$ cat config.mk
export PLATFORM = sky130hd
export DESIGN_NAME = info_frame_sender_stuffing_ack
export DESIGN_NICKNAME = d
export VERILOG_FILES = /design/src/sv/ifss_pkg.sv /design/src/sv/info_frame_sender_stuffing_ack.sv
export SDC_FILE = /design/constraint.sdc
export NUM_CORES = 1
export LEC_CHECK = 0
export BUFFER_PORTS_ARGS = -buffer_cell sky130_fd_sc_hd__buf_2
export CELL_PAD_IN_SITES_DETAIL_PLACEMENT = 1
export CELL_PAD_IN_SITES_GLOBAL_PLACEMENT = 2
export CORE_MARGIN = 2
export CORE_UTILIZATION = 39
export CTS_CLUSTER_DIAMETER = 80
export CTS_CLUSTER_SIZE = 30
export DETAILED_ROUTE_END_ITERATION = 8
export PLACE_DENSITY = 0.82
export SETUP_SLACK_MARGIN = 0.4
export SLEW_MARGIN = 30
export SYNTH_ARGS = -nofsm -noshare
export SYNTH_HDL_FRONTEND = slang
export SYNTH_SLANG_ARGS = --single-unit
$ cat constraint.sdc
create_clock -name clk -period 4.55 [get_ports clk]
set_input_delay 0.91 -clock clk [delete_from_list [all_inputs] [get_ports clk]]
set_output_delay 0.91 -clock clk [all_outputs]
set_load 0.01 [all_outputs]
$ cat src/sv/ifss_pkg.sv
package ifss_pkg;

  // Framing bytes.
  localparam logic [7:0] FrameFlag  = 8'h7E;
  localparam logic [7:0] EscapeByte = 8'h7D;
  localparam logic [7:0] FlagSub    = 8'h5E;
  localparam logic [7:0] EscSub     = 8'h5D;

  // Control field codes.
  localparam logic [7:0] CtlI0   = 8'h00;
  localparam logic [7:0] CtlI1   = 8'h40;
  localparam logic [7:0] CtlRr0  = 8'h05;
  localparam logic [7:0] CtlRr1  = 8'h85;
  localparam logic [7:0] CtlRej0 = 8'h01;
  localparam logic [7:0] CtlRej1 = 8'h81;

  localparam logic [7:0] AddrReset = 8'h03;

  // Largest number of line bytes one payload byte can cause.
  localparam int unsigned MaxResults = 9;
  localparam int unsigned CntW       = $clog2(MaxResults + 1);
  localparam int unsigned HeaderLen  = 4;

  // Result kinds (tuser on the result side).
  localparam logic KindTx     = 1'b0;
  localparam logic KindStatus = 1'b1;

  // Commands (tuser on the item side).
  localparam logic CmdPayload = 1'b0;
  localparam logic CmdLine    = 1'b1;

  typedef enum logic [1:0] {
    EvNone       = 2'd0,
    EvAck        = 2'd1,
    EvRetransmit = 2'd2
  } event_t;

  typedef enum logic [4:0] {
    PsStart = 5'b00001,
    PsFlag  = 5'b00010,
    PsAddr  = 5'b00100,
    PsCtrl  = 5'b01000,
    PsCheck = 5'b10000
  } parse_state_t;

endpackage

$ cat src/sv/info_frame_sender_stuffing_ack.sv
// Sending side of a stop-and-wait link with a byte-stuffing framer.
// Words enter on the s_ group: tuser selects a payload byte to send (0) or a
// byte received from the line (1), tdata carries the byte, and tlast marks the
// final payload byte of a frame. Words leave on the m_ group: tuser is the
// kind (0 line byte, 1 response status), tdata holds the line byte, the event
// code and the current sequence bit, and tlast marks the last word caused by
// one input word. The user must write the address register through cfg_wr_en
// and cfg_wr_data only while the block is idle; the block does not enforce it.
// An accepted word sits in an input register; in the next cycle in which the
// result buffer is empty or handing out its final word, one pass of logic
// frames or parses it and loads all of its results into a nine-byte shift
// buffer, which has a single output port and hands out one word per cycle
// while m_tready is high: a line byte yields one status word, a payload byte
// one to nine line bytes. The input register takes a new word while results
// still wait downstream. A stall on m_tready holds the buffer, then the input
// register, then s_tready. Reset empties both stages, closes any open frame,
// clears the sequence bit and check byte, restarts the parser and sets the
// address to 3.
module info_frame_sender_stuffing_ack (
  input  logic        clk,
  input  logic        rst,
  input  logic        cfg_wr_en,
  input  logic [7:0]  cfg_wr_data,
  input  logic        s_tvalid,
  output logic        s_tready,
  input  logic [7:0]  s_tdata,   // [7:0] data_byte
  input  logic        s_tuser,   // [0] command
  input  logic        s_tlast,   // last_byte
  output logic        m_tvalid,
  input  logic        m_tready,
  output logic [15:0] m_tdata,   // [7:0] tx_byte, [9:8] event_res, [10] sequence_bit
  output logic        m_tuser,   // [0] kind
  output logic        m_tlast    // run_end
);

  localparam int unsigned Nr = ifss_pkg::MaxResults;
  localparam int unsigned Cw = ifss_pkg::CntW;

  logic [7:0] tx_address;

  // Input register.
  logic       in_valid;
  logic       in_cmd;
  logic [7:0] in_data;
  logic       in_last;

  // Link state.
  logic                   seq_bit;
  logic                   seq_bit_next;
  logic                   in_frame;
  logic [7:0]             check_accum;
  logic [7:0]             check_accum_next;
  ifss_pkg::parse_state_t parse_state;
  ifss_pkg::parse_state_t parse_state_next;
  logic [7:0]             captured_control;
  logic [7:0]             captured_control_next;
  ifss_pkg::event_t       ev;

  // Result buffer.
  logic [7:0]       res_bytes [Nr];
  logic [Cw-1:0]    res_cnt;
  logic             res_kind;
  ifss_pkg::event_t res_event;
  logic             res_seq;

  logic buf_free;
  logic load;
  logic pop;

  // Framing of one payload byte.
  logic [7:0]    frame_bytes [Nr];
  logic [Cw-1:0] frame_cnt;
  logic [7:0]    hdr_ctl;
  logic [7:0]    check_new;
  logic [Cw-1:0] hdr_len;
  logic [Cw-1:0] data_len;
  logic [Cw-1:0] chk_len;
  logic [Cw-1:0] chk_pos;
  logic [Cw-1:0] flag_pos;
  logic [7:0]    data_b0;
  logic [7:0]    data_b1;
  logic [7:0]    chk_b0;
  logic [7:0]    chk_b1;
  logic          data_esc;
  logic          chk_esc;

  assign pop      = m_tvalid && m_tready;
  assign buf_free = (res_cnt == '0) || (pop && res_cnt == Cw'(1));
  assign load     = in_valid && buf_free;
  assign s_tready = !in_valid || load;

  always_comb begin
    hdr_ctl   = seq_bit ? ifss_pkg::CtlI1 : ifss_pkg::CtlI0;
    check_new = (in_frame ? check_accum : 8'h00) ^ in_data;

    data_esc = (in_data == ifss_pkg::FrameFlag) || (in_data == ifss_pkg::EscapeByte);
    data_b0  = data_esc ? ifss_pkg::EscapeByte : in_data;
    data_b1  = (in_data == ifss_pkg::FrameFlag) ? ifss_pkg::FlagSub : ifss_pkg::EscSub;
    chk_esc  = (check_new == ifss_pkg::FrameFlag) || (check_new == ifss_pkg::EscapeByte);
    chk_b0   = chk_esc ? ifss_pkg::EscapeByte : check_new;
    chk_b1   = (check_new == ifss_pkg::FrameFlag) ? ifss_pkg::FlagSub : ifss_pkg::EscSub;

    hdr_len  = in_frame ? '0 : Cw'(ifss_pkg::HeaderLen);
    data_len = data_esc ? Cw'(2) : Cw'(1);
    chk_len  = chk_esc ? Cw'(2) : Cw'(1);
    chk_pos  = hdr_len + data_len;
    flag_pos = chk_pos + chk_len;
    frame_cnt = in_last ? flag_pos + Cw'(1) : chk_pos;

    // Each slot picks the byte whose offset lands on it.
    for (int k = 0; k < Nr; k++) begin
      frame_bytes[k] = 8'h00;
      if (!in_frame && k == 0) frame_bytes[k] = ifss_pkg::FrameFlag;
      if (!in_frame && k == 1) frame_bytes[k] = tx_address;
      if (!in_frame && k == 2) frame_bytes[k] = hdr_ctl;
      if (!in_frame && k == 3) frame_bytes[k] = tx_address ^ hdr_ctl;
      if (Cw'(k) == hdr_len) frame_bytes[k] = data_b0;
      if (data_esc && Cw'(k) == hdr_len + Cw'(1)) frame_bytes[k] = data_b1;
      if (in_last && Cw'(k) == chk_pos) frame_bytes[k] = chk_b0;
      if (in_last && chk_esc && Cw'(k) == chk_pos + Cw'(1)) frame_bytes[k] = chk_b1;
      if (in_last && Cw'(k) == flag_pos) frame_bytes[k] = ifss_pkg::FrameFlag;
    end
    check_accum_next = in_last ? 8'h00 : check_new;
  end

  // Response parser for supervision frames.
  always_comb begin
    logic sup;
    sup = (in_data == ifss_pkg::CtlRr0) || (in_data == ifss_pkg::CtlRr1) ||
          (in_data == ifss_pkg::CtlRej0) || (in_data == ifss_pkg::CtlRej1);
    parse_state_next      = ifss_pkg::PsStart;
    captured_control_next = captured_control;
    seq_bit_next          = seq_bit;
    ev                    = ifss_pkg::EvNone;
    unique case (parse_state)
      ifss_pkg::PsFlag: begin
        if (in_data == tx_address) begin
          parse_state_next = ifss_pkg::PsAddr;
        end else if (in_data == ifss_pkg::FrameFlag) begin
          parse_state_next = ifss_pkg::PsFlag;
        end
      end
      ifss_pkg::PsAddr: begin
        if (sup) begin
          captured_control_next = in_data;
          parse_state_next      = ifss_pkg::PsCtrl;
        end else if (in_data == ifss_pkg::FrameFlag) begin
          parse_state_next = ifss_pkg::PsFlag;
        end
      end
      ifss_pkg::PsCtrl: begin
        if (in_data == (tx_address ^ captured_control)) begin
          parse_state_next = ifss_pkg::PsCheck;
        end
      end
      ifss_pkg::PsCheck: begin
        if (in_data == ifss_pkg::FrameFlag) begin
          // The receiver acknowledges by asking for the other sequence number.
          if (captured_control == (seq_bit ? ifss_pkg::CtlRr0 : ifss_pkg::CtlRr1)) begin
            seq_bit_next = !seq_bit;
            ev           = ifss_pkg::EvAck;
          end else begin
            ev = ifss_pkg::EvRetransmit;
          end
        end
      end
      default: begin
        if (in_data == ifss_pkg::FrameFlag) begin
          parse_state_next = ifss_pkg::PsFlag;
        end
      end
    endcase
  end

  always_ff @(posedge clk) begin
    if (rst) begin
      tx_address       <= ifss_pkg::AddrReset;
      in_valid         <= 1'b0;
      seq_bit          <= 1'b0;
      in_frame         <= 1'b0;
      check_accum      <= 8'h00;
      parse_state      <= ifss_pkg::PsStart;
      captured_control <= 8'h00;
      res_cnt          <= '0;
    end else begin
      if (cfg_wr_en) begin
        tx_address <= cfg_wr_data;
      end
      if (s_tready) begin
        in_valid <= s_tvalid;
      end
      if (load) begin
        if (in_cmd == ifss_pkg::CmdLine) begin
          parse_state      <= parse_state_next;
          captured_control <= captured_control_next;
          seq_bit          <= seq_bit_next;
          res_cnt          <= Cw'(1);
        end else begin
          in_frame    <= !in_last;
          check_accum <= check_accum_next;
          res_cnt     <= frame_cnt;
        end
      end else if (pop) begin
        res_cnt <= res_cnt - Cw'(1);
      end
    end
  end

  always_ff @(posedge clk) begin
    if (s_tready) begin
      in_cmd  <= s_tuser;
      in_data <= s_tdata;
      in_last <= s_tlast;
    end
    if (load) begin
      if (in_cmd == ifss_pkg::CmdLine) begin
        res_kind  <= ifss_pkg::KindStatus;
        res_event <= ev;
        res_seq   <= seq_bit_next;
        for (int k = 0; k < Nr; k++) begin
          res_bytes[k] <= 8'h00;
        end
      end else begin
        res_kind  <= ifss_pkg::KindTx;
        res_event <= ifss_pkg::EvNone;
        res_seq   <= seq_bit;
        for (int k = 0; k < Nr; k++) begin
          res_bytes[k] <= frame_bytes[k];
        end
      end
    end else if (pop) begin
      for (int k = 0; k < Nr - 1; k++) begin
        res_bytes[k] <= res_bytes[k+1];
      end
      res_bytes[Nr-1] <= 8'h00;
    end
  end

  assign m_tvalid = (res_cnt != '0);
  assign m_tuser  = res_kind;
  assign m_tlast  = (res_cnt == Cw'(1));
  assign m_tdata  = {5'b00000, res_seq, res_event, res_bytes[0]};

  a_cnt_bound: assert property (@(posedge clk) disable iff (rst)
    res_cnt <= Cw'(Nr))
    else $error("result count exceeds buffer depth");

  a_status_single: assert property (@(posedge clk) disable iff (rst)
    (m_tvalid && res_kind == ifss_pkg::KindStatus) |-> (res_cnt == Cw'(1)))
    else $error("status result is not a single word");

  a_tx_no_event: assert property (@(posedge clk) disable iff (rst)
    (m_tvalid && res_kind == ifss_pkg::KindTx) |-> (res_event == ifss_pkg::EvNone))
    else $error("line byte carries an event");

  a_seq_on_ack: assert property (@(posedge clk) disable iff (rst)
    (seq_bit != seq_bit_next && load && in_cmd == ifss_pkg::CmdLine) |->
      (ev == ifss_pkg::EvAck))
    else $error("sequence bit toggled without acknowledge");

endmodule

==> impl_metrics.tcl <==
set metrics [dict create \
    synth_top_flop_cell "edfxtp_1" \
    worst_setup_path_start_kind "register" \
    grt_setup_unrepaired "yes" \
    critical_path.endpoint_type "register" \
    reg2regPathDepth 13 \
    wl_um 17300 \
    final.period_utilization_pct 86.7 \
    timing.setup.tns_ns 0 \
    critPathMaxFanout 10 \
    ant_nets_after_route 0 \
    clkLatencyLatePin_ns 0.36 \
    globalplace.congestion 0.905 \
    layout_commonest_cell "edfxtp_1" \
    critPathRequiredTime_ns 4.63 \
    die_x_um 127 \
    timing.clock.skew_ns 0.00874 \
    finalCriticalPeriod_ns 3.95 \
    critical_path.endpoint "res_bytes[3][0]$_DFFE_PP_" \
    floorplan.core_area_mm2 0.0146 \
    critPathMaxStageDelay_ns 0.62 \
    num-nets-final 625 \
    ios 43 \
    vdd_drop_max_mv 0.648 \
    hold_viol_final 0 \
    layout_common_cells "edfxtp_1 (75), nand2_1 (70), a21oi_1 (46)" \
    post-dp-hpwl_um 12100 \
    grt_overflow_total 0 \
    power_w 0.00370 \
    fmax_mhz 253 \
    final.fill_count 1651 \
    cts_tree "built" \
    drv_slew 0 \
    critPathArrivalTime_ns 4.03 \
    post_synth_inst_count 576 \
    max-cap-violations 0 \
    clk_path_buf_depth 2 \
    ys_warn_count 0 \
    route.vias.total 4600 \
    cts_max_level 3 \
    post_route_cells_drive_above_1_share_pct 13.0 \
    power_density_mw_per_mm2 566 \
    post_cts_hold_buffer_count 0 \
    hp-class "register to register" \
    async_reset_ff_share_pct 0 \
    detailedRoute.firstPassIterationCount 4 \
    synthesis.area_mm2 0.00589 \
    initial_core_util_pct 40.2 \
    share_of_synthesized_area_occupied_by_flip_flops_and_latches_pct 50.5 \
    timing_worst_slew_pin_value_ns 0.963 \
    drt_iter0_markers 388 \
    routed_via_density 5.87 \
    placementRows 44 \
    power_leakage_nw 2.47 \
    synth_seq_cells 111 \
    grt.total_usage_pct 22.1 \
    die-height_um 127 \
    slowest_cell_on_the_critical_path "edfxtp_1" \
    drc_errors 0 \
    r2r_end "res_bytes[3][0]$_DFFE_PP_" \
    synthesis.area_per_instance_um2 10.2 \
    first_pass_grt_wire_length_um 27200 \
    setup_slack_of_the_most_critical_reg_to_reg_path_ns 0.60 \
    cp_cell_sequence "inv_1 > o32a_1 > a2111oi_4 > buf_4 > nand2_1 > inv_1 > ha_1 > ha_1 > nor3b_2 > o211a_1 > nor2_1 > a22oi_1 > o41ai_2" \
    cts.root.buffer_cell "clkbuf_16" \
    cts_buffers 9 \
    fp.dieArea_mm2 0.0161 \
    synth_enable_flop_cells 75 \
    grt_start_max_net_pins 49 \
    clk_pin_slew_worst_paths_ns 0.08 \
    critical_path.startpoint "in_data[3]$_DFFE_PP_" \
    setup_viol 0 \
    layout-area-overhead-vs-synth_pct 10.9 \
    antenna_violations_before_repair 0 \
    worst_slew_margin_rel_pct 35.8 \
    vias_in_the_first_global_route 4595 \
    route.detailed.wl_per_inst_um 22.1 \
    critical_path.reg2reg.startpoint "in_data[3]$_DFFE_PP_" \
    cts_sinks 111 \
    port-buffer-count 37 \
    insertedDiodeCount 0 \
    run_status "complete, no violations" \
    ys_types 72 \
    critical_path_class "register to register" \
]
==> metrics by stage <==
stage                     area, um2  util, %  worst slack [ns]  std cells  hold slack, ns
after floorplan                5910        -              1.14        581           0.446
after global placement         6200     42.4             0.726        768           0.471
after detailed placement       6200     42.4             0.570        768           0.475
after CTS                      6530     44.6             0.518        784           0.494
after global routing           6540     44.6             0.375        784           0.521
final                          6540     44.6             0.605        784           0.492
==> worst min-delay path by stage <==
stage,slack [ns],to,start,cells past startpoint
4_1_cts,0.49,check_accum[2]$_SDFFE_PP0P_,check_accum[2]$_SDFFE_PP0P_,2
3_5_place_dp,0.48,check_accum[2]$_SDFFE_PP0P_,check_accum[2]$_SDFFE_PP0P_,2
3_3_place_gp,0.47,check_accum[2]$_SDFFE_PP0P_,check_accum[2]$_SDFFE_PP0P_,2
2_1_floorplan,0.45,captured_control[4]$_SDFFE_PP0P_,captured_control[4]$_SDFFE_PP0P_,1
5_1_grt,0.52,captured_control[4]$_SDFFE_PP0P_,captured_control[4]$_SDFFE_PP0P_,1
6_report,0.49,check_accum[2]$_SDFFE_PP0P_,check_accum[2]$_SDFFE_PP0P_,2
==> worst max-delay path, delay by kind of cell, from the launching register on <==
family | cells | cell delay, ns
AOI/OAI and AO/OA | 5 | 1.41
adders and majority gates | 2 | 0.59
buffers and inverters | 3 | 0.50
DFF | 1 | 0.62
and+or+nand+nor | 3 | 0.53
==> routing by layer <==
layer,up-vias,global-route usage [%],routed length (um)
li1,2140,-,-
met1,2304,30.8,8020
met2,132,35.6,8120
met3,24,4.30,860
met4,0,5.62,348
met5,-,0,0
==> layout make-up <==
cell class                      count  area (um2)  share of cell area (%)
Multi-Input combinational cell    408        2670                    40.8
Clock inverter                      4        48.8                   0.747
Tap cell                          184         230                    3.52
Timing Repair Buffer               49         275                    4.21
Inverter                           16        60.1                   0.919
Clock buffer                       12         279                    4.27
Sequential cell                   111        2970                    45.5
==> cells in the mapped netlist (all sizes together), types with 9 or more instances <==
| master | instances | area share (%) |
|---|---|---|
| dfxtp | 36 | 12 |
| nand2 | 71 | 4.6 |
| a21oi | 46 | 3.9 |
| xor2 | 17 | 2.5 |
| xnor2 | 15 | 2.2 |
| nor3 | 11 | 1.0 |
| inv | 14 | 0.89 |
| a32o | 9 | 1.5 |
| clkbuf | 30 | 1.9 |
| nand3 | 11 | 1.0 |
| edfxtp | 75 | 38 |
| o21ai | 33 | 2.8 |
| nor2 | 38 | 2.4 |
| mux2i | 10 | 1.7 |
| buf | 16 | 1.7 |
| a22o | 10 | 1.5 |
==> flip-flops by register name (all words and copies together) (netlist names) <==
name and count:
res_bytes 61, captured_control 8, check_accum 8, in_data 8, tx_address 8, parse_state 5
res_cnt 4, res_event 2, in_cmd 1, in_frame 1, in_last 1, in_valid 1
m_tuser 1, res_seq 1, seq_bit 1
==> power by group <==
part / internal, W / switching, W / leakage [nW]
Sequential: 0.00152 / 0.000183 / 1.05
Combinational: 0.000383 / 0.000747 / 1.26
Clock: 0.000494 / 0.000371 / 0.159
==> logic make-up after synthesis <==
group | share of synthesized area [%]
xor gates and xnor gates | 7.05
DFF | 50.5
AOI/OAI and AO/OA | 17.9
buffers and inverters | 4.65
adders and majority gates | 1.49
and+or+nand+nor | 16.5
other | 0.0637
muxes | 1.89
==> repair_timing <==
action                     4_1_cts  5_1_grt
resized for setup                0        2
setup endpoints to repair        0       12
setup buffers                    0        0
Note: power is estimated with default switching activity, not from simulation.
